==> config.mk <==
export PLATFORM = sky130hd
export DESIGN_NAME = packet_jitter_buffer_control
export DESIGN_NICKNAME = d
export VERILOG_FILES = /design/src/design/pjb_pkg.sv /design/src/design/pjb_ctrl.sv /design/src/design/pjb_dpath.sv /design/src/design/packet_jitter_buffer_control.sv
export SDC_FILE = /design/constraint.sdc
export NUM_CORES = 1
export LEC_CHECK = 0
export BUFFER_PORTS_ARGS = -buffer_cell sky130_fd_sc_hd__buf_2
export CAP_MARGIN = 10
export CORE_ASPECT_RATIO = 1.5
export CORE_MARGIN = 2
export CORE_UTILIZATION = 40
export DETAILED_ROUTE_END_ITERATION = 16
export PLACE_DENSITY = 0.66
export SLEW_MARGIN = 40
export SYNTH_ARGS = -nofsm -noshare
export SYNTH_HDL_FRONTEND = slang
export SYNTH_SLANG_ARGS = --single-unit
==> constraint.sdc <==
create_clock -name clock -period 42.2 [get_ports clock]
set_clock_uncertainty 0.05 [all_clocks]
set_input_delay 6.33 -clock clock [delete_from_list [all_inputs] [get_ports clock]]
set_output_delay 6.33 -clock clock [all_outputs]
set_load 0.1 [all_outputs]
==> src/design/pjb_pkg.sv <==
// shared types, codes and constants of the jitter buffer sequence-window controller
`default_nettype none

package pjb_pkg;

   localparam int SEQ_W    = 16;
   localparam int CFG_W    = 9;
   localparam int STATUS_W = 4;
   localparam int FUNC_W   = 2;
   localparam int CSR_IDX_W = 1;

   // item functions
   localparam logic [FUNC_W-1:0] FUNC_ARRIVE = 2'd0;
   localparam logic [FUNC_W-1:0] FUNC_FETCH  = 2'd1;
   localparam logic [FUNC_W-1:0] FUNC_RESYNC = 2'd2;

   // result status codes
   localparam logic [STATUS_W-1:0] ST_INORDER   = 4'd0;
   localparam logic [STATUS_W-1:0] ST_GAP       = 4'd1;
   localparam logic [STATUS_W-1:0] ST_LATEOK    = 4'd2;
   localparam logic [STATUS_W-1:0] ST_TOOLATE   = 4'd3;
   localparam logic [STATUS_W-1:0] ST_PLAYED    = 4'd4;
   localparam logic [STATUS_W-1:0] ST_MISSING   = 4'd5;
   localparam logic [STATUS_W-1:0] ST_UNDERRUN  = 4'd6;
   localparam logic [STATUS_W-1:0] ST_WAITING   = 4'd7;
   localparam logic [STATUS_W-1:0] ST_RESTARTED = 4'd8;
   localparam logic [STATUS_W-1:0] ST_RESYNCED  = 4'd9;

   // register indexes
   localparam logic [CSR_IDX_W-1:0] CSR_START_FILL = 1'b0;
   localparam logic [CSR_IDX_W-1:0] CSR_LOOKAHEAD  = 1'b1;

   localparam logic [CFG_W-1:0] START_FILL_RST = 9'd282;
   localparam logic [CFG_W-1:0] LOOKAHEAD_RST  = 9'd10;

   typedef struct packed {
      logic load;
      logic arr_class;
      logic arr_fill;
      logic arr_store;
      logic mem_rd;
      logic arr_chk;
      logic fet_decide;
      logic fet_inc;
      logic fet_play;
      logic resync;
      logic clear;
      logic emit;
   } cmd_type;

   typedef struct packed {
      logic fetch_play;
      logic clear_last;
   } sts_type;

endpackage

`default_nettype wire

==> src/design/pjb_ctrl.sv <==
// controller state machine: sequences arrival, fetch, resync and ready-bit clearing
`default_nettype none

module pjb_ctrl (
   input  wire logic                          clock,
   input  wire logic                          reset,
   input  wire logic                          start,
   input  wire logic [pjb_pkg::FUNC_W-1:0]    req_func,
   input  wire pjb_pkg::sts_type              sts,
   output pjb_pkg::cmd_type                   cmd,
   output logic                               busy
);

   typedef enum logic [4:0] {
      S_CLEAR_BOOT,
      S_IDLE,
      S_A_CLASS,
      S_A_FILL,
      S_A_WAIT1,
      S_A_WAIT2,
      S_A_STORE,
      S_A_READ,
      S_A_CHK,
      S_F_DECIDE,
      S_F_INC,
      S_F_WAIT1,
      S_F_WAIT2,
      S_F_READ,
      S_F_PLAY,
      S_RESYNC,
      S_CLEAR_SYNC,
      S_EMIT
   } state_type;

   state_type state_ff;
   logic      busy_ff;

   always_ff @(posedge clock) begin
      if (reset) begin
         state_ff <= S_CLEAR_BOOT;
         busy_ff  <= 1'b1;
      end else begin
         unique case (state_ff)
            S_CLEAR_BOOT: begin
               if (sts.clear_last) begin
                  state_ff <= S_IDLE;
                  busy_ff  <= 1'b0;
               end
            end
            S_IDLE: begin
               if (start) begin
                  unique case (req_func)
                     pjb_pkg::FUNC_ARRIVE: begin
                        state_ff <= S_A_CLASS;
                        busy_ff  <= 1'b1;
                     end
                     pjb_pkg::FUNC_FETCH: begin
                        state_ff <= S_F_DECIDE;
                        busy_ff  <= 1'b1;
                     end
                     pjb_pkg::FUNC_RESYNC: begin
                        state_ff <= S_RESYNC;
                        busy_ff  <= 1'b1;
                     end
                     default: begin
                        // unused function code: item dropped, no result
                        state_ff <= S_IDLE;
                     end
                  endcase
               end
            end
            S_A_CLASS:  state_ff <= S_A_FILL;
            S_A_FILL:   state_ff <= S_A_WAIT1;
            S_A_WAIT1:  state_ff <= S_A_WAIT2;
            S_A_WAIT2:  state_ff <= S_A_STORE;
            S_A_STORE:  state_ff <= S_A_READ;
            S_A_READ:   state_ff <= S_A_CHK;
            S_A_CHK: begin
               state_ff <= S_IDLE;
               busy_ff  <= 1'b0;
            end
            S_F_DECIDE: state_ff <= sts.fetch_play ? S_F_INC : S_EMIT;
            S_F_INC:    state_ff <= S_F_WAIT1;
            S_F_WAIT1:  state_ff <= S_F_WAIT2;
            S_F_WAIT2:  state_ff <= S_F_READ;
            S_F_READ:   state_ff <= S_F_PLAY;
            S_F_PLAY: begin
               state_ff <= S_IDLE;
               busy_ff  <= 1'b0;
            end
            S_RESYNC:   state_ff <= S_CLEAR_SYNC;
            S_CLEAR_SYNC: begin
               if (sts.clear_last) begin
                  state_ff <= S_EMIT;
               end
            end
            S_EMIT: begin
               state_ff <= S_IDLE;
               busy_ff  <= 1'b0;
            end
            default: begin
               state_ff <= S_IDLE;
               busy_ff  <= 1'b0;
            end
         endcase
      end
   end

   always_comb begin
      cmd      = '0;
      cmd.load = (state_ff == S_IDLE) && start && !busy_ff;
      unique case (state_ff)
         S_CLEAR_BOOT: cmd.clear      = 1'b1;
         S_A_CLASS:    cmd.arr_class  = 1'b1;
         S_A_FILL:     cmd.arr_fill   = 1'b1;
         S_A_STORE:    cmd.arr_store  = 1'b1;
         S_A_READ:     cmd.mem_rd     = 1'b1;
         S_A_CHK: begin
            cmd.arr_chk = 1'b1;
            cmd.emit    = 1'b1;
         end
         S_F_DECIDE:   cmd.fet_decide = 1'b1;
         S_F_INC:      cmd.fet_inc    = 1'b1;
         S_F_READ:     cmd.mem_rd     = 1'b1;
         S_F_PLAY: begin
            cmd.fet_play = 1'b1;
            cmd.emit     = 1'b1;
         end
         S_RESYNC:     cmd.resync     = 1'b1;
         S_CLEAR_SYNC: cmd.clear      = 1'b1;
         S_EMIT:       cmd.emit       = 1'b1;
         default:      cmd.load       = cmd.load;
      endcase
   end

   assign busy = busy_ff;

   a_emit_while_busy: assert property (@(posedge clock) disable iff (reset)
      cmd.emit |-> busy_ff)
      else $error("result emitted outside an item");

   a_one_mem_write: assert property (@(posedge clock) disable iff (reset)
      $onehot0({cmd.clear, cmd.arr_store, cmd.fet_play}))
      else $error("two ready-bit writers in one cycle");

endmodule

`default_nettype wire

==> src/design/pjb_dpath.sv <==
// datapath: pointers, flags, slot modulo pipeline, ready-bit memory and result registers
`default_nettype none

module pjb_dpath #(
   parameter int DEPTH = 512
) (
   input  wire logic                               clock,
   input  wire logic                               reset,
   input  wire pjb_pkg::cmd_type                   cmd,
   output pjb_pkg::sts_type                        sts,
   input  wire logic [pjb_pkg::SEQ_W-1:0]          req_seq,
   input  wire logic                               csr_we,
   input  wire logic [pjb_pkg::CSR_IDX_W-1:0]      csr_index,
   input  wire logic [pjb_pkg::CFG_W-1:0]          csr_wdata,
   output logic                                    rsp_strobe,
   output logic [pjb_pkg::STATUS_W-1:0]            rsp_status,
   output logic [$clog2(DEPTH)-1:0]                rsp_slot,
   output logic                                    rsp_overrun,
   output logic signed [pjb_pkg::SEQ_W-1:0]        rsp_fill,
   output logic                                    rsp_gap_resend,
   output logic [pjb_pkg::SEQ_W-1:0]               rsp_gap_first,
   output logic [pjb_pkg::SEQ_W-1:0]               rsp_gap_count,
   output logic                                    rsp_chance_resend,
   output logic [pjb_pkg::SEQ_W-1:0]               rsp_chance_seq,
   output logic                                    rsp_start_play
);

   localparam int SLOT_W  = $clog2(DEPTH);
   // slot = seq mod DEPTH by reciprocal: q estimate is exact or one low
   localparam int RECIP_W = 33 - $clog2(DEPTH);
   localparam int Q_W     = RECIP_W - 16;
   localparam int PROD_W  = 16 + RECIP_W;
   localparam int QD_W    = Q_W + 17;
   localparam longint unsigned RECIP = 64'h1_0000_0000 / DEPTH;
   localparam logic [RECIP_W-1:0] RECIP_V   = RECIP_W'(RECIP);
   localparam logic [16:0]        DEPTH_V   = 17'(DEPTH);
   localparam logic [SLOT_W-1:0]  SLOT_LAST = SLOT_W'(DEPTH - 1);

   // control state
   logic [15:0]                 wp_ff;
   logic [15:0]                 rp_ff;
   logic                        synced_ff;
   logic                        buffering_ff;
   logic                        restart_ff;
   logic [pjb_pkg::CFG_W-1:0]   start_fill_ff;
   logic [pjb_pkg::CFG_W-1:0]   lookahead_ff;
   logic [SLOT_W-1:0]           clr_idx_ff;
   logic                        strobe_ff;

   // payload
   logic [15:0]                 seq_ff;
   logic                        store_ff;
   logic [15:0]                 mod_in_ff;
   logic [15:0]                 mod_in_in;
   logic [15:0]                 mod_d_ff;
   logic [Q_W-1:0]              q_ff;
   logic [16:0]                 r_ff;
   logic [SLOT_W-1:0]           slot_ff;
   logic                        ready_ff [DEPTH];
   logic                        ready_rd_ff;

   logic [pjb_pkg::STATUS_W-1:0] status_ff;
   logic [SLOT_W-1:0]           res_slot_ff;
   logic                        overrun_ff;
   logic signed [15:0]          fill_ff;
   logic                        gap_resend_ff;
   logic [15:0]                 gap_first_ff;
   logic [15:0]                 gap_count_ff;
   logic                        chance_ff;
   logic [15:0]                 chance_seq_ff;
   logic                        start_play_ff;

   // combinational
   logic [15:0]                 fill;
   logic                        fill_pos;
   logic                        fill_ge_start;
   logic                        fill_ge_depth;
   logic [15:0]                 wp_sync;
   logic [15:0]                 rp_sync;
   logic [15:0]                 d_wp;
   logic [15:0]                 d_rp;
   logic                        in_order;
   logic                        after_wp;
   logic                        after_rp;
   logic [15:0]                 play_base;
   logic [15:0]                 ahead;
   logic [PROD_W-1:0]           prod;
   logic [QD_W-1:0]             qd;
   logic [SLOT_W-1:0]           slot_in;
   logic                        mem_we;
   logic [SLOT_W-1:0]           mem_addr;
   logic                        mem_wd;
   logic                        end_buffering;

   assign fill          = wp_ff - rp_ff;
   assign fill_pos      = !fill[15] && (fill != 16'd0);
   assign fill_ge_start = $signed(fill) >= $signed({7'd0, start_fill_ff});
   assign fill_ge_depth = $signed({fill[15], fill}) >= $signed(DEPTH_V);
   assign end_buffering = buffering_ff && fill_ge_start;

   // first arrival after reset or resync sets the window around itself
   assign wp_sync  = synced_ff ? wp_ff : seq_ff;
   assign rp_sync  = synced_ff ? rp_ff : seq_ff - 16'd1;
   assign d_wp     = seq_ff - wp_sync;
   assign d_rp     = seq_ff - rp_sync;
   assign in_order = seq_ff == (wp_sync + 16'd1);
   assign after_wp = !d_wp[15] && (d_wp != 16'd0);
   assign after_rp = !d_rp[15] && (d_rp != 16'd0);

   assign play_base = fill_ge_depth ? (wp_ff - {7'd0, start_fill_ff}) : rp_ff;
   assign ahead     = rp_ff + {7'd0, lookahead_ff};

   assign sts.fetch_play = !restart_ff && fill_pos && synced_ff;
   assign sts.clear_last = clr_idx_ff == SLOT_LAST;

   always_comb begin
      mod_in_in = mod_in_ff;
      if (cmd.arr_class) begin
         mod_in_in = seq_ff;
      end else if (cmd.arr_fill) begin
         mod_in_in = ahead;
      end else if (cmd.fet_decide) begin
         mod_in_in = play_base;
      end
   end

   assign prod    = PROD_W'(mod_in_ff) * PROD_W'(RECIP_V);
   assign qd      = QD_W'(q_ff) * QD_W'(DEPTH_V);
   assign slot_in = (r_ff >= DEPTH_V) ? SLOT_W'(r_ff - DEPTH_V) : SLOT_W'(r_ff);

   always_comb begin
      mem_we   = 1'b0;
      mem_addr = slot_ff;
      mem_wd   = 1'b0;
      if (cmd.clear) begin
         mem_we   = 1'b1;
         mem_addr = clr_idx_ff;
      end else if (cmd.arr_store) begin
         mem_we = store_ff;
         mem_wd = 1'b1;
      end else if (cmd.fet_play) begin
         mem_we = 1'b1;
      end
   end

   always_ff @(posedge clock) begin
      if (reset) begin
         wp_ff         <= '0;
         rp_ff         <= '0;
         synced_ff     <= 1'b0;
         buffering_ff  <= 1'b1;
         restart_ff    <= 1'b0;
         start_fill_ff <= pjb_pkg::START_FILL_RST;
         lookahead_ff  <= pjb_pkg::LOOKAHEAD_RST;
         clr_idx_ff    <= '0;
         strobe_ff     <= 1'b0;
      end else begin
         strobe_ff <= cmd.emit;
         if (csr_we) begin
            unique case (csr_index)
               pjb_pkg::CSR_START_FILL: start_fill_ff <= csr_wdata;
               pjb_pkg::CSR_LOOKAHEAD:  lookahead_ff  <= csr_wdata;
               default:                 lookahead_ff  <= lookahead_ff;
            endcase
         end
         if (cmd.arr_class) begin
            wp_ff     <= (in_order || after_wp) ? seq_ff : wp_sync;
            rp_ff     <= rp_sync;
            synced_ff <= 1'b1;
         end
         if (cmd.arr_fill && end_buffering) begin
            buffering_ff <= 1'b0;
         end
         if (cmd.fet_decide) begin
            if (restart_ff) begin
               if (!buffering_ff) begin
                  rp_ff      <= rp_ff + 16'd1;
                  restart_ff <= 1'b0;
               end
            end else if (!fill_pos || !synced_ff) begin
               buffering_ff <= 1'b1;
               restart_ff   <= 1'b1;
            end else begin
               rp_ff <= play_base;
            end
         end
         if (cmd.fet_inc) begin
            rp_ff <= rp_ff + 16'd1;
         end
         if (cmd.resync) begin
            synced_ff <= 1'b0;
         end
         if (cmd.clear) begin
            clr_idx_ff <= sts.clear_last ? '0 : clr_idx_ff + 1'b1;
         end
      end
   end

   // slot modulo pipeline: product, remainder, correction
   always_ff @(posedge clock) begin
      mod_in_ff <= mod_in_in;
      mod_d_ff  <= mod_in_ff;
      q_ff      <= prod[PROD_W-1:32];
      r_ff      <= {1'b0, mod_d_ff} - qd[16:0];
      slot_ff   <= slot_in;
   end

   always_ff @(posedge clock) begin
      if (mem_we) begin
         ready_ff[mem_addr] <= mem_wd;
      end
      if (cmd.mem_rd) begin
         ready_rd_ff <= ready_ff[slot_ff];
      end
   end

   always_ff @(posedge clock) begin
      if (cmd.load) begin
         seq_ff        <= req_seq;
         status_ff     <= pjb_pkg::ST_INORDER;
         res_slot_ff   <= '0;
         overrun_ff    <= 1'b0;
         gap_resend_ff <= 1'b0;
         gap_first_ff  <= '0;
         gap_count_ff  <= '0;
         chance_ff     <= 1'b0;
         chance_seq_ff <= '0;
         start_play_ff <= 1'b0;
      end
      if (cmd.arr_class) begin
         store_ff <= in_order || after_wp || after_rp;
         if (in_order) begin
            status_ff <= pjb_pkg::ST_INORDER;
         end else if (after_wp) begin
            status_ff     <= pjb_pkg::ST_GAP;
            gap_resend_ff <= 1'b1;
            gap_first_ff  <= wp_sync;
            gap_count_ff  <= d_wp;
         end else if (after_rp) begin
            status_ff <= pjb_pkg::ST_LATEOK;
         end else begin
            status_ff <= pjb_pkg::ST_TOOLATE;
         end
      end
      if (cmd.arr_fill && end_buffering) begin
         start_play_ff <= 1'b1;
      end
      if (cmd.arr_store && store_ff) begin
         res_slot_ff <= slot_ff;
      end
      // last-chance resend: slot ahead of playout not yet filled
      if (cmd.arr_chk && !buffering_ff && !ready_rd_ff) begin
         chance_ff     <= 1'b1;
         chance_seq_ff <= ahead;
      end
      if (cmd.fet_decide) begin
         if (restart_ff) begin
            status_ff <= buffering_ff ? pjb_pkg::ST_WAITING : pjb_pkg::ST_RESTARTED;
         end else if (!fill_pos || !synced_ff) begin
            status_ff <= pjb_pkg::ST_UNDERRUN;
         end else begin
            overrun_ff <= fill_ge_depth;
         end
      end
      if (cmd.fet_play) begin
         status_ff   <= ready_rd_ff ? pjb_pkg::ST_PLAYED : pjb_pkg::ST_MISSING;
         res_slot_ff <= slot_ff;
      end
      if (cmd.resync) begin
         status_ff <= pjb_pkg::ST_RESYNCED;
      end
      if (cmd.emit) begin
         fill_ff <= $signed(fill);
      end
   end

   assign rsp_strobe        = strobe_ff;
   assign rsp_status        = status_ff;
   assign rsp_slot          = res_slot_ff;
   assign rsp_overrun       = overrun_ff;
   assign rsp_fill          = fill_ff;
   assign rsp_gap_resend    = gap_resend_ff;
   assign rsp_gap_first     = gap_first_ff;
   assign rsp_gap_count     = gap_count_ff;
   assign rsp_chance_resend = chance_ff;
   assign rsp_chance_seq    = chance_seq_ff;
   assign rsp_start_play    = start_play_ff;

   a_single_strobe: assert property (@(posedge clock) disable iff (reset)
      strobe_ff |=> !strobe_ff)
      else $error("result strobe held for two cycles");

   a_synced_after_arrival: assert property (@(posedge clock) disable iff (reset)
      cmd.arr_class |=> synced_ff)
      else $error("arrival left the window unsynced");

   a_gap_status: assert property (@(posedge clock) disable iff (reset)
      (strobe_ff && gap_resend_ff) |-> (status_ff == pjb_pkg::ST_GAP))
      else $error("gap request without gap status");

endmodule

`default_nettype wire

==> src/design/packet_jitter_buffer_control.sv <==
// top level of the jitter buffer sequence-window controller
//
//  channel   ports                                   handshake
//  --------  --------------------------------------  ----------------------------------
//  request   req_func, req_seq                       taken on start && !busy
//  response  rsp_status ... rsp_start_play           one cycle, marked by rsp_strobe
//  config    csr_index, csr_wdata                    written on csr_we
//
// arrival: states A_CLASS through A_CHK, with the result strobe registered from A_CHK
// fetch: F_DECIDE to F_PLAY when played; EMIT for underrun, waiting or restarted
// resync: S_RESYNC, then the one-entry-per-cycle ready-bit clear, then S_EMIT
// the 3-stage slot modulo pipeline and the registered ready-bit read set the item length
// after reset busy stays high while the ready bits are cleared
// a new item is taken in the cycle its predecessor's result is on the response ports
`default_nettype none

module packet_jitter_buffer_control #(
   parameter int DEPTH = 512
) (
   input  wire logic                               clock,
   input  wire logic                               reset,
   input  wire logic                               start,
   output logic                                    busy,
   input  wire logic [pjb_pkg::FUNC_W-1:0]         req_func,
   input  wire logic [pjb_pkg::SEQ_W-1:0]          req_seq,
   output logic                                    rsp_strobe,
   output logic [pjb_pkg::STATUS_W-1:0]            rsp_status,
   output logic [$clog2(DEPTH)-1:0]                rsp_slot,
   output logic                                    rsp_overrun,
   output logic signed [pjb_pkg::SEQ_W-1:0]        rsp_fill,
   output logic                                    rsp_gap_resend,
   output logic [pjb_pkg::SEQ_W-1:0]               rsp_gap_first,
   output logic [pjb_pkg::SEQ_W-1:0]               rsp_gap_count,
   output logic                                    rsp_chance_resend,
   output logic [pjb_pkg::SEQ_W-1:0]               rsp_chance_seq,
   output logic                                    rsp_start_play,
   input  wire logic                               csr_we,
   input  wire logic [pjb_pkg::CSR_IDX_W-1:0]      csr_index,
   input  wire logic [pjb_pkg::CFG_W-1:0]          csr_wdata
);

   pjb_pkg::cmd_type cmd;
   pjb_pkg::sts_type sts;

   pjb_ctrl u_ctrl (
      .clock    (clock),
      .reset    (reset),
      .start    (start),
      .req_func (req_func),
      .sts      (sts),
      .cmd      (cmd),
      .busy     (busy)
   );

   pjb_dpath #(
      .DEPTH (DEPTH)
   ) u_dpath (
      .clock             (clock),
      .reset             (reset),
      .cmd               (cmd),
      .sts               (sts),
      .req_seq           (req_seq),
      .csr_we            (csr_we),
      .csr_index         (csr_index),
      .csr_wdata         (csr_wdata),
      .rsp_strobe        (rsp_strobe),
      .rsp_status        (rsp_status),
      .rsp_slot          (rsp_slot),
      .rsp_overrun       (rsp_overrun),
      .rsp_fill          (rsp_fill),
      .rsp_gap_resend    (rsp_gap_resend),
      .rsp_gap_first     (rsp_gap_first),
      .rsp_gap_count     (rsp_gap_count),
      .rsp_chance_resend (rsp_chance_resend),
      .rsp_chance_seq    (rsp_chance_seq),
      .rsp_start_play    (rsp_start_play)
   );

endmodule

`default_nettype wire
Word-level counts from Yosys, hierarchy flattened --
Memory sizes are Yosys's and may differ from the RTL's. A register that Yosys moved wholly into a read port is not among the register bits. Index checks and enable logic that the tools add are counted.
Cells by class: $add $sub $neg 11, order comparisons 3, equality and inequality tests 25, muxes and demuxes 83, bitwise operators 2, reductions and logical operators 42
Operators by type and width (count):
- $mux W16 | 23
- $pmux W5 S15 | 1
- $mux W9 | 6
- $reduce_bool A16 Y1 | 3
- $sub A16 B16 Y16 | 3
- $eq A5 B4 Y1 const B | 8
- $mux W1 | 38
- $mux W4 | 9
- $add A16 B1 Y16 const B | 2
- $eq A5 B3 Y1 const B | 4
- $mux W5 | 4
- $ge A17 B10 Y1 const B | 1
- $sub A16 B16 Y17 | 1
- $add A16 B9 Y16 | 1
- $eq A16 B16 Y1 | 1
- $ge A16 B10 Y1 | 1
- $ge A16 B11 Y1 const B | 1
- $sub A16 B1 Y16 const B | 1
- $sub A16 B9 Y16 | 1
- $reduce_or A13 Y1 | 1
- $logic_and A1 B1 Y1 | 12
- $pmux W4 S3 | 1
- $eq A5 B2 Y1 const B | 2
- $eq A5 B5 Y1 const B | 2
- 21 further kinds | 39
Storage, ports and cells: register bits after elaboration 232, RAM bits 512, bits of input ports 32, output and inout bits 83, word-level logic and storage cells 195, memories kept 1
Memory list:
- u_dpath.ready_ff | depth 512, bits a word 1, rd ports 1, clocked after Yosys merged registers in 1, wr ports 1, RTL line pjb_dpath.sv:59 | logic ready_ff [DEPTH];

Logic depth before layout (Yosys ltp) --
Gate-level depths: netlist of the first run.
depth in word-level cells 13, gate-level depth with buffers 23, gate-level depth less buffers 18

By module --
From an unflattened synthesis of the first run, not the netlist that was laid out.
Unflattened totals: cell total of the unflattened synthesis 3002, area, all modules 35816.9 um2
By module, submodules not included:
- pjb_dpath | instances 1, cells an instance 2906, area each 35091.2 um2, seq. area each 20019.2 um2
- pjb_ctrl | instances 1, cells an instance 96, area each 725.7 um2, seq. area each 120.1 um2

Least setup slack after synthesis of the first run --
Ideal clock, no wire load.
kind register -> register, from register u_ctrl.state_ff[2], to memory u_dpath.ready_ff[137], enable pin, setup time 300 ps, data arrival time 33112 ps, data required time 41850 ps, path slack 8739 ps, stages on the path, launching flop included 9, path buffers 2, clock period less this slack 33461 ps, cell sequence dfxtp_1 -> clkbuf_1 -> inv_1 -> nor4_1 -> a21oi_1 -> o32ai_1 -> nand2_1 -> clkbuf_1 -> nor2_1
On the way: word-level cells in the longest chain between the ends 7, elaborated cells on any way between the ends 14, classes of those cells 3 x eq/ne; 9 x mux; 2 x reduce/logical
Ends and longest elaborated chain:
- start: declaration | RTL line pjb_ctrl.sv:35 | state_type state_ff;
- start signal: assignment | RTL line pjb_ctrl.sv:82 | S_F_DECIDE: state_ff <= sts.fetch_play ? S_F_INC : S_EMIT;
- $eq A5 B4 Y1 | RTL line pjb_ctrl.sv:112 | unique case (state_ff)
- $mux W1 | RTL line pjb_ctrl.sv:112
- $mux W1 | RTL line pjb_dpath.sv:141 | end else if (cmd.fet_play) begin
- $mux W1 | RTL line pjb_dpath.sv:138 | end else if (cmd.arr_store) begin
- $mux W1 | RTL line pjb_dpath.sv:135 | if (cmd.clear) begin
- $mux W1 | RTL line pjb_dpath.sv:209 | if (mem_we) begin
- $mux W1 (not written as such) | RTL line pjb_dpath.sv:210 | ready_ff[mem_addr] <= mem_wd;
- end: declaration | RTL line pjb_dpath.sv:59
Parallel ways exist; a longest one is shown, timed or not.

Final worst setup path of the first run --
from register u_dpath.chance_seq_ff[1], in the netlist u_dpath.rsp_chance_seq[1], to output port rsp_chance_seq[1] (netlist bit)
RTL lines:
- start: declaration | RTL line pjb_dpath.sv:70 | logic [15:0] chance_seq_ff;
- start signal: assignment | RTL line pjb_dpath.sv:254 | chance_seq_ff <= ahead;
- end: declaration | RTL line packet_jitter_buffer_control.sv:35 | output logic [pjb_pkg::SEQ_W-1:0] rsp_chance_seq,
No word-level cell between the ends.

==> results of run 1 <==
[flip-flops by register name (all words and copies together) (netlist names), 16 cells and up, named ones only]
signal	cells
u_dpath.rsp_fill	16
u_dpath.seq_ff	16
u_dpath.rsp_chance_seq	16
u_dpath.rsp_gap_count	16
u_dpath.wp_ff	16
u_dpath.rsp_gap_first	16
u_dpath.ready_ff	512
[power by group through the flow]
stage          combinational (mW)  sequential [mW]  clock, mW
3_5_place_dp               0.0535            0.774          0
6_report                   0.0535            0.758      0.603
5_1_grt                    0.0573            0.758      0.640
3_3_place_gp               0.0522            0.773          0
2_1_floorplan              0.0300            0.779          0
4_1_cts                    0.0536            0.758      0.614
[cells in the final DEF, fill, tap and decap left out, types with 14 or more instances in the layout]
| cell type | count |
|---|---|
| nand3_1 | 46 |
| mux4_2 | 168 |
| or3_1 | 14 |
| nor2b_1 | 21 |
| buf_2 | 114 |
| inv_1 | 71 |
| nor2_1 | 678 |
| a211oi_1 | 16 |
| a31oi_1 | 23 |
| and2_1 | 16 |
| clkbuf_1 | 16 |
| nand3b_1 | 20 |
| nand4_1 | 17 |
| buf_4 | 34 |
| ha_1 | 76 |
| o21ai_0 | 85 |
| dfxtp_1 | 131 |
| edfxtp_1 | 580 |
| nand2b_1 | 22 |
| xor2_1 | 46 |
| nand2_1 | 227 |
| nor3_1 | 38 |
| mux2i_1 | 72 |
| clkbuf_16 | 69 |
| a21o_1 | 20 |
| xnor2_1 | 63 |
| a21oi_1 | 103 |
[stage by stage]
step,instances,hold WS [ps]
final,4226,268
after global routing,4225,278
after CTS,4224,273
after detailed placement,4104,262
after global placement,4100,260
after floorplan,3012,260
[layout make-up]
cell class              instances  area, um2  share of cell area
inverters                      72        270             0.00686
flip-flops and latches        716      20200               0.511
well taps                    1147       1440              0.0364
repair buffers                155        955              0.0242
diodes                          1       2.50           0.0000635
clock inverters                30        295             0.00749
multi-input cells            2015      14400               0.367
clock buffers                  90       1860              0.0471
[synth_stat cells, types with 16 or more instances]
| cell | count | area share |
|---|---|---|
| a21oi_1 | 103 | 0.015 |
| ha_1 | 76 | 0.027 |
| xnor2_1 | 63 | 0.016 |
| edfxtp_1 | 580 | 0.49 |
| a21o_1 | 20 | 0.0042 |
| nand3_1 | 46 | 0.0065 |
| xor2_1 | 46 | 0.011 |
| nand2_1 | 244 | 0.026 |
| a31oi_1 | 23 | 0.0041 |
| nor3_1 | 40 | 0.0056 |
| clkbuf_1 | 161 | 0.017 |
| o21ai_0 | 86 | 0.012 |
| buf_1 | 40 | 0.0042 |
| and2_1 | 16 | 0.0028 |
| mux4_2 | 168 | 0.11 |
| nand3b_1 | 20 | 0.0042 |
| inv_1 | 71 | 0.0075 |
| nand4_1 | 17 | 0.0030 |
| nor2b_1 | 22 | 0.0039 |
| mux2i_1 | 72 | 0.020 |
| a211oi_1 | 16 | 0.0034 |
| dfxtp_1 | 136 | 0.077 |
| nand2b_1 | 22 | 0.0039 |
| nor2_1 | 678 | 0.072 |
[logic make-up after synthesis]
kind of cell | count (synthesis) | share of synthesized area
AOI/OAI and AO/OA | 393 | 0.0726
adders and majority gates | 84 | 0.0305
buffers and inverters | 281 | 0.0302
muxes | 246 | 0.129
xor gates and xnor gates | 109 | 0.0269
DFF | 716 | 0.567
and+or+nand+nor | 1183 | 0.144
[metal layers]
| metal | share of wire | wire length (um) | vias to the layer above |
|---|---|---|---|
| met2 | 0.52 | 50600 | 840 |
| met4 | 0.048 | 4700 | 0 |
| met3 | 0.062 | 6040 | 219 |
| met5 | 0 | 0 | - |
| li1 | - | - | 11000 |
| met1 | 0.37 | 36600 | 12200 |
[worst paths after layout]
path | start | to | depth (start not counted)
min reg2reg | u_dpath.r_ff[1]$_DFF_P_ | u_dpath.slot_ff[1]$_DFF_P_ | 0
max | u_dpath.rsp_chance_seq[1]$_SDFFCE_PN0P_ | rsp_chance_seq[1] | 1
min | u_dpath.r_ff[1]$_DFF_P_ | u_dpath.slot_ff[1]$_DFF_P_ | 0
max reg2reg | u_dpath.seq_ff[2]$_DFFE_PP_ | u_dpath.store_ff$_DFFE_PP_ | 17
==> flow_metrics.tcl, run 1 <==
set metrics [dict create \
    synth.distinct_cells 82 \
    clkTransAtPathRegs_ps 70 \
    fin_area_um2 39400 \
    finalSetupViolCount 0 \
    clkPwrFrac 0.426 \
    via_per_inst 5.74 \
    final_util 0.449 \
    period_share 0.189 \
    max_slew_margin 0.430 \
    avgSynthCellArea_um2 11.8 \
    synth_edf_count 580 \
    clock-sinks 716 \
    slew_violations 0 \
    cts_hold_buf 0 \
    gp_congestion 0.939 \
    track_usage 0.215 \
    p_int_mw 1.10 \
    seqPwrFrac 0.536 \
    slowest_delay_ps 480 \
    placement.io_buffers 114 \
    die_w_um 247 \
    path_buf_inv 1 \
    ff2ff_setup_slack_ps 36640 \
    min_path_type "flip-flop to flip-flop" \
    ys_warn_count 0 \
    vias 24200 \
    met1_usage 0.252 \
    die_h_um 369 \
    async_reset_ff_frac 0 \
    layout_setup_ws_ps 34240 \
    synthFlopType "edfxtp_1" \
    first_global_vias 23900 \
    cpLargestDelayFamily "buffers and inverters" \
    slowest_stage "buf_2" \
    status "finished clean" \
    start_kind "flip-flop" \
    worstPathCellList "buf_2" \
    max_cap_viol_count 0 \
    remaining_drc_errors 0 \
    grt_first_pass_wirelength_um 147000 \
    cts_tree "done" \
    post_cts_buffers 0 \
    p_sw_frac 0.223 \
    clockBufferDepth 3 \
    fmax_mhz 126 \
    grt_max_degree 157 \
    power_density_nw_per_um2 35.9 \
    start_util 0.404 \
    synthCells 3012 \
    hold_viol 0 \
    die-area_um2 91200 \
    tightest_slew_ps 854 \
    gr-total-overflow 0 \
    wl_per_cell_um 23.2 \
    drt_iter0_drc 2206 \
    clk_latency_ps 650 \
    synth_area_um2 35500 \
    routed_wirelength_um 98000 \
    antenna_found_initial 5 \
    fill_cells 8087 \
    yosysSeqAreaShare 0.567 \
    core_um2 87900 \
    use_met2 0.377 \
    ys_ff_latch 716 \
    areaGrowthSynthToFinish_pct 11.0 \
    place_area_um2 37200 \
    nets 3140 \
    cp.required_ps 35820 \
    drt_first_pass_iters 6 \
    pre_cts_slack_ps 33770 \
    fin_crit_ps 7960 \
    use_met3 0.0378 \
    post_cts_resized 0 \
    rsz0062_at_grt "false" \
    crit_fanout 1 \
    cp.arrival_ps 1580 \
    p_leak_nw 12.8 \
    p_switching_mw 0.316 \
    busiest_layer "met2" \
    ir_drop_mv 0.0311 \
    drive_gt1_frac 0.156 \
    synthesis.nets 3125 \
    numCtsBuffers 67 \
    hpwl_um 63500 \
    finalSetupTns_ps 0 \
    power_frac_comb 0.038 \
    ant_nets 0 \
    cts_root_buffer "clkbuf_16" \
    rows 133 \
    finalPower_mw 1.41 \
    critPathKind "flip-flop to output pin" \
    endpoint_kind "output pin" \
    pin_count 115 \
    htree_num_levels 3 \
]
No activity file was read; power rests on OpenSTA's default activity.
==> inputs of run 2 (changes only) <==
clock period = 8.05 ns   (was 42.2 ns; I/O delays follow)
==> run 2 against run 1 <==
Global-route usage rose by 0.18 points. Combinational power rose to 5.3 times the previous value. Clock-buffer cell count rose by 1. Non-clock buffer count rose by 2. Worst hold slack improved by 6.5 ps. Clock power rose to 5.5 times the previous value. Via count rose by 0.81%. Power rose to 5.3 times the previous value. Critical path depth rose by 16. Sequential share of layout area fell by 0.19 points. Sequential cell count did not move. Core utilization rose by 0.16 points. Largest power group unchanged.
==> flow_metrics.tcl, run 2 (synthesized netlist as in run 1, its figures left out) <==
set metrics [dict create \
    status "finished clean" \
    hpwl_um 63400 \
    nets 3146 \
    cts_tree "done" \
    pre_cts_slack_ps 2710 \
    fin_cells 4237 \
    rows 133 \
    layout_setup_ws_ps 2630 \
    gp_congestion 0.967 \
    via_per_inst 5.77 \
    clkPwrFrac 0.436 \
    p_leak_nw 12.7 \
    track_usage 0.216 \
    clk_latency_ps 670 \
    vias 24400 \
    ir_drop_mv 0.170 \
    max_cap_viol_count 0 \
    start_kind "flip-flop" \
    final_common_cell "nor2_1" \
    finalSetupViolCount 0 \
    clock-sinks 716 \
    routed_wirelength_um 99000 \
    fmax_mhz 184 \
    placement.io_buffers 114 \
    drt_iter0_drc 2242 \
    core_um2 87900 \
    clkTransAtPathRegs_ps 60 \
    post_cts_buffers 0 \
    max_slew_margin 0.428 \
    power_frac_comb 0.037 \
    start_util 0.404 \
    cp.required_ps 8410 \
    crit_fanout 14 \
    clockBufferDepth 3 \
    drive_gt1_frac 0.158 \
    cts_root_buffer "clkbuf_16" \
    pin_count 115 \
    htree_num_levels 3 \
    p_switching_mw 1.70 \
    endpoint_kind "flip-flop" \
    seqPwrFrac 0.527 \
    gr-total-overflow 0 \
    die_h_um 369 \
    largest_register_ffs 512 \
    power_density_nw_per_um2 191 \
    grt_max_degree 259 \
    critPathKind "flip-flop to flip-flop" \
    ant_nets 0 \
    cts_hold_buf 0 \
    die-area_um2 91200 \
    regMostFlops "u_dpath.ready_ff" \
    cp.arrival_ps 5780 \
    rsz0062_at_grt "false" \
    min_path_type "flip-flop to flip-flop" \
    first_global_vias 24200 \
    slew_violations 0 \
    die_w_um 247 \
    areaGrowthSynthToFinish_pct 11.4 \
    hold_viol 0 \
    p_int_mw 5.84 \
    dpl.cell_count 4106 \
    tightest_slew_ps 858 \
    numCtsBuffers 71 \
    fin_crit_ps 5420 \
    p_sw_frac 0.226 \
    period_share 0.674 \
    finalSetupTns_ps 0 \
    drt_first_pass_iters 6 \
    grt_first_pass_wirelength_um 148000 \
    wl_per_cell_um 23.4 \
    remaining_drc_errors 0 \
    antenna_found_initial 5 \
    post_cts_resized 0 \
    final_cell_mix "nor2_1, edfxtp_1, nand2_1" \
    fill_cells 8054 \
]
[run 2: routing by layer]
layer	track usage	share of wire	vias up
li1	-	-	11000
met1	0.254	0.37	12200
met2	0.378	0.51	950
met3	0.0356	0.064	248
met4	0.111	0.052	4
met5	0	0.00027	-
[run 2: metrics by stage]
| stage | total power, mW | hold slack (ps) | utilization | instance area [um2] |
|---|---|---|---|---|
| after floorplan | 4.24 | 260 | - | 35500 |
| after global placement | 4.33 | 261 | 0.423 | 37100 |
| after detailed placement | 4.34 | 262 | 0.424 | 37200 |
| after CTS | 7.60 | 276 | 0.450 | 39500 |
| after global routing | 7.75 | 276 | 0.450 | 39600 |
| final | 7.55 | 274 | 0.450 | 39600 |
[run 2: area by class of cell]
class,instances,area [um2],area share
diodes,1,2.50,0.0000633
clock buffers,91,1900,0.0481
clock inverters,38,367,0.00927
inverters,72,270,0.00683
multi-input cells,2015,14500,0.365
flip-flops and latches,716,20200,0.509
well taps,1147,1440,0.0363
repair buffers,157,977,0.0247
[run 2: worst max-delay path, stage by stage, from the launching register on]
cell and delay [ps]:
edfxtp_1 630, or4_1 680, nor2_1 310, nand2_1 180, or4_1 460, xor2_1 150
nor2_1 50, a21oi_1 240, ha_1 320, nor2_1 60, mux2i_1 380, nand4b_1 150
nor4_1 430, and4b_1 310, nand3_1 90, nor4_1 230, nand3_1 160, a211o_1 310
[run 2: final timing paths]
check             cells past startpoint  slack, ps                         end                        start
hold / removal                        0        270  u_dpath.slot_ff[1]$_DFF_P_      u_dpath.r_ff[1]$_DFF_P_
hold reg to reg                       0        270  u_dpath.slot_ff[1]$_DFF_P_      u_dpath.r_ff[1]$_DFF_P_
setup reg to reg                     17       2630  u_dpath.store_ff$_DFFE_PP_  u_dpath.seq_ff[2]$_DFFE_PP_
setup / recovery                     17       2630  u_dpath.store_ff$_DFFE_PP_  u_dpath.seq_ff[2]$_DFFE_PP_
[run 2: power groups by stage]
stage               clock network [mW]  logic, mW  registers [mW]
global placement                     0      0.274            4.06
global route                      3.48      0.301            3.98
detailed placement                   0      0.279            4.06
finish                            3.29      0.282            3.98
floorplan                            0      0.157            4.08
CTS                               3.35      0.280            3.98
==> inputs of run 3 (changes only) <==
PLACE_DENSITY = 0.68   (was 0.66)
clock period = 4.94 ns   (was 8.05 ns; I/O delays follow)
==> run 3 against run 2 <==
First-iteration DRC count down 0.13%. Critical path depth down 5. Wire length up 1.4%. Core utilization up 0.40 points. Design area up 0.90%. Sequential share of layout area down 0.45 points. Largest power group unchanged. Register-to-register slack worse by 2400 ps. Die area unchanged. Cell count up 1.3%. Via count up 0.62%. Critical path type unchanged.
==> flow_metrics.tcl, run 3 (synthesized netlist as in run 1, its figures left out) <==
set metrics [dict create \
    drt_iter0_drc 2239 \
    power_density_nw_per_um2 303 \
    path_buf_inv 1 \
    critical_path_cell_count 12 \
    post_cts_buffers 0 \
    place_area_um2 37700 \
    wl_per_cell_um 23.4 \
    seqPwrFrac 0.536 \
    nets 3206 \
    p_leak_nw 12.9 \
    areaGrowthSynthToFinish_pct 12.4 \
    cp-startpoint "u_dpath.rp_ff[6]$_SDFF_PP0_" \
    fmax_mhz 213 \
    die_w_um 247 \
    drive_gt1_frac 0.173 \
    cts_tree "done" \
    crit_fanout 14 \
    final_common_cell "nor2_1" \
    fin_cells 4293 \
    met1_usage 0.249 \
    fin_area_um2 39900 \
    reg2reg_depth 12 \
    largest_register_ffs 512 \
    cts_root_buffer "clkbuf_16" \
    cp.arrival_ps 5190 \
    cp.required_ps 5430 \
    routed_wirelength_um 100000 \
    hold_viol 0 \
    fin_crit_ps 4700 \
    critPathKind "flip-flop to flip-flop" \
    fill_cells 8024 \
    htree_num_levels 3 \
    gr-total-overflow 0 \
    slowest_delay_ps 810 \
    grt_first_pass_wirelength_um 150000 \
    start_kind "flip-flop" \
    min_path_type "primary input to flip-flop" \
    core_um2 87900 \
    clockBufferDepth 3 \
    worstPathCellList "inv_1, ha_1, a21o_1, a221o_1, o31ai_1, and2_1, xnor2_1, or4_1, o31a_4, nor2_8, a22oi_1, a211oi_1" \
    finalPower_mw 12.1 \
    layout_setup_ws_ps 242 \
    track_usage 0.220 \
    ff2ff_setup_slack_ps 240 \
    pin_count 115 \
    ir_drop_mv 0.298 \
    placement.io_buffers 114 \
    gp_congestion 0.991 \
    endpoint_kind "flip-flop" \
    clkPwrFrac 0.425 \
    final_util 0.454 \
    cpLargestDelayFamily "compound AO/OA/AOI/OAI gates" \
    max_slew_margin 0.406 \
    p_switching_mw 2.67 \
    slew_violations 0 \
    min_path_cells 1 \
    ant_nets 0 \
    hpwl_um 67000 \
    die-area_um2 91200 \
    busiest_layer "met2" \
    use_met2 0.390 \
    cts_hold_buf 0 \
    post_cts_resized 0 \
    die_h_um 369 \
    dpl.cell_count 4171 \
    status "finished clean" \
    period_share 0.951 \
    clkTransAtPathRegs_ps 70 \
    rsz0062_at_grt "false" \
    regMostFlops "u_dpath.ready_ff" \
    drt_first_pass_iters 8 \
    final_cell_mix "nor2_1, edfxtp_1, nand2_1" \
    use_met3 0.0351 \
    p_sw_frac 0.221 \
    worstReg2RegStart "u_dpath.rp_ff[6]$_SDFF_PP0_" \
    via_per_inst 5.73 \
    antenna_found_initial 4 \
    holdWs_ps 214 \
    numCtsBuffers 67 \
    rows 133 \
    clock-sinks 716 \
    first_global_vias 25000 \
    finalSetupViolCount 0 \
    power_frac_comb 0.039 \
    clk_latency_ps 650 \
    max_cap_viol_count 0 \
    p_int_mw 9.41 \
    slowest_stage "or4_1" \
    vias 24600 \
    pre_cts_slack_ps 253 \
    tightest_slew_ps 890 \
    finalSetupTns_ps 0 \
    remaining_drc_errors 0 \
    grt_max_degree 151 \
    start_util 0.404 \
]
run 3: worst min-delay path by stage:
stage                                            from                           end  slack, ps
final                                     req_seq[10]  u_dpath.seq_ff[10]$_DFFE_PP_        210
after global routing                      req_seq[13]  u_dpath.seq_ff[13]$_DFFE_PP_        200
after CTS                                 req_seq[10]  u_dpath.seq_ff[10]$_DFFE_PP_        180
after detailed placement  u_dpath.mod_d_ff[2]$_DFF_P_       u_dpath.r_ff[2]$_DFF_P_        260
after global placement    u_dpath.mod_d_ff[5]$_DFF_P_       u_dpath.r_ff[5]$_DFF_P_        260
after floorplan           u_dpath.mod_d_ff[0]$_DFF_P_       u_dpath.r_ff[0]$_DFF_P_        260
run 3: layout make-up:
class	count	area, um2	area share
sequential	716	20200	0.505
multi-input combinational	2015	14400	0.361
clock buffer	92	1920	0.0480
timing repair buffer	221	1500	0.0377
tap	1147	1440	0.0360
inverter	72	270	0.00677
clock inverter	29	228	0.00571
antenna	1	2.50	0.0000627
run 3: power by group through the flow:
stage                     clock, mW  sequential [mW]  combinational, mW
after CTS                      5.21             6.48              0.467
final                          5.13             6.48              0.471
after global placement            0             6.61              0.461
after floorplan                   0             6.65              0.256
after detailed placement          0             6.61              0.465
after global routing           5.41             6.47              0.498
run 3: metal layers:
metal,vias up,share of wire
met5,-,0.00013
met4,2,0.060
met3,265,0.064
met2,952,0.52
met1,12200,0.36
li1,11100,-
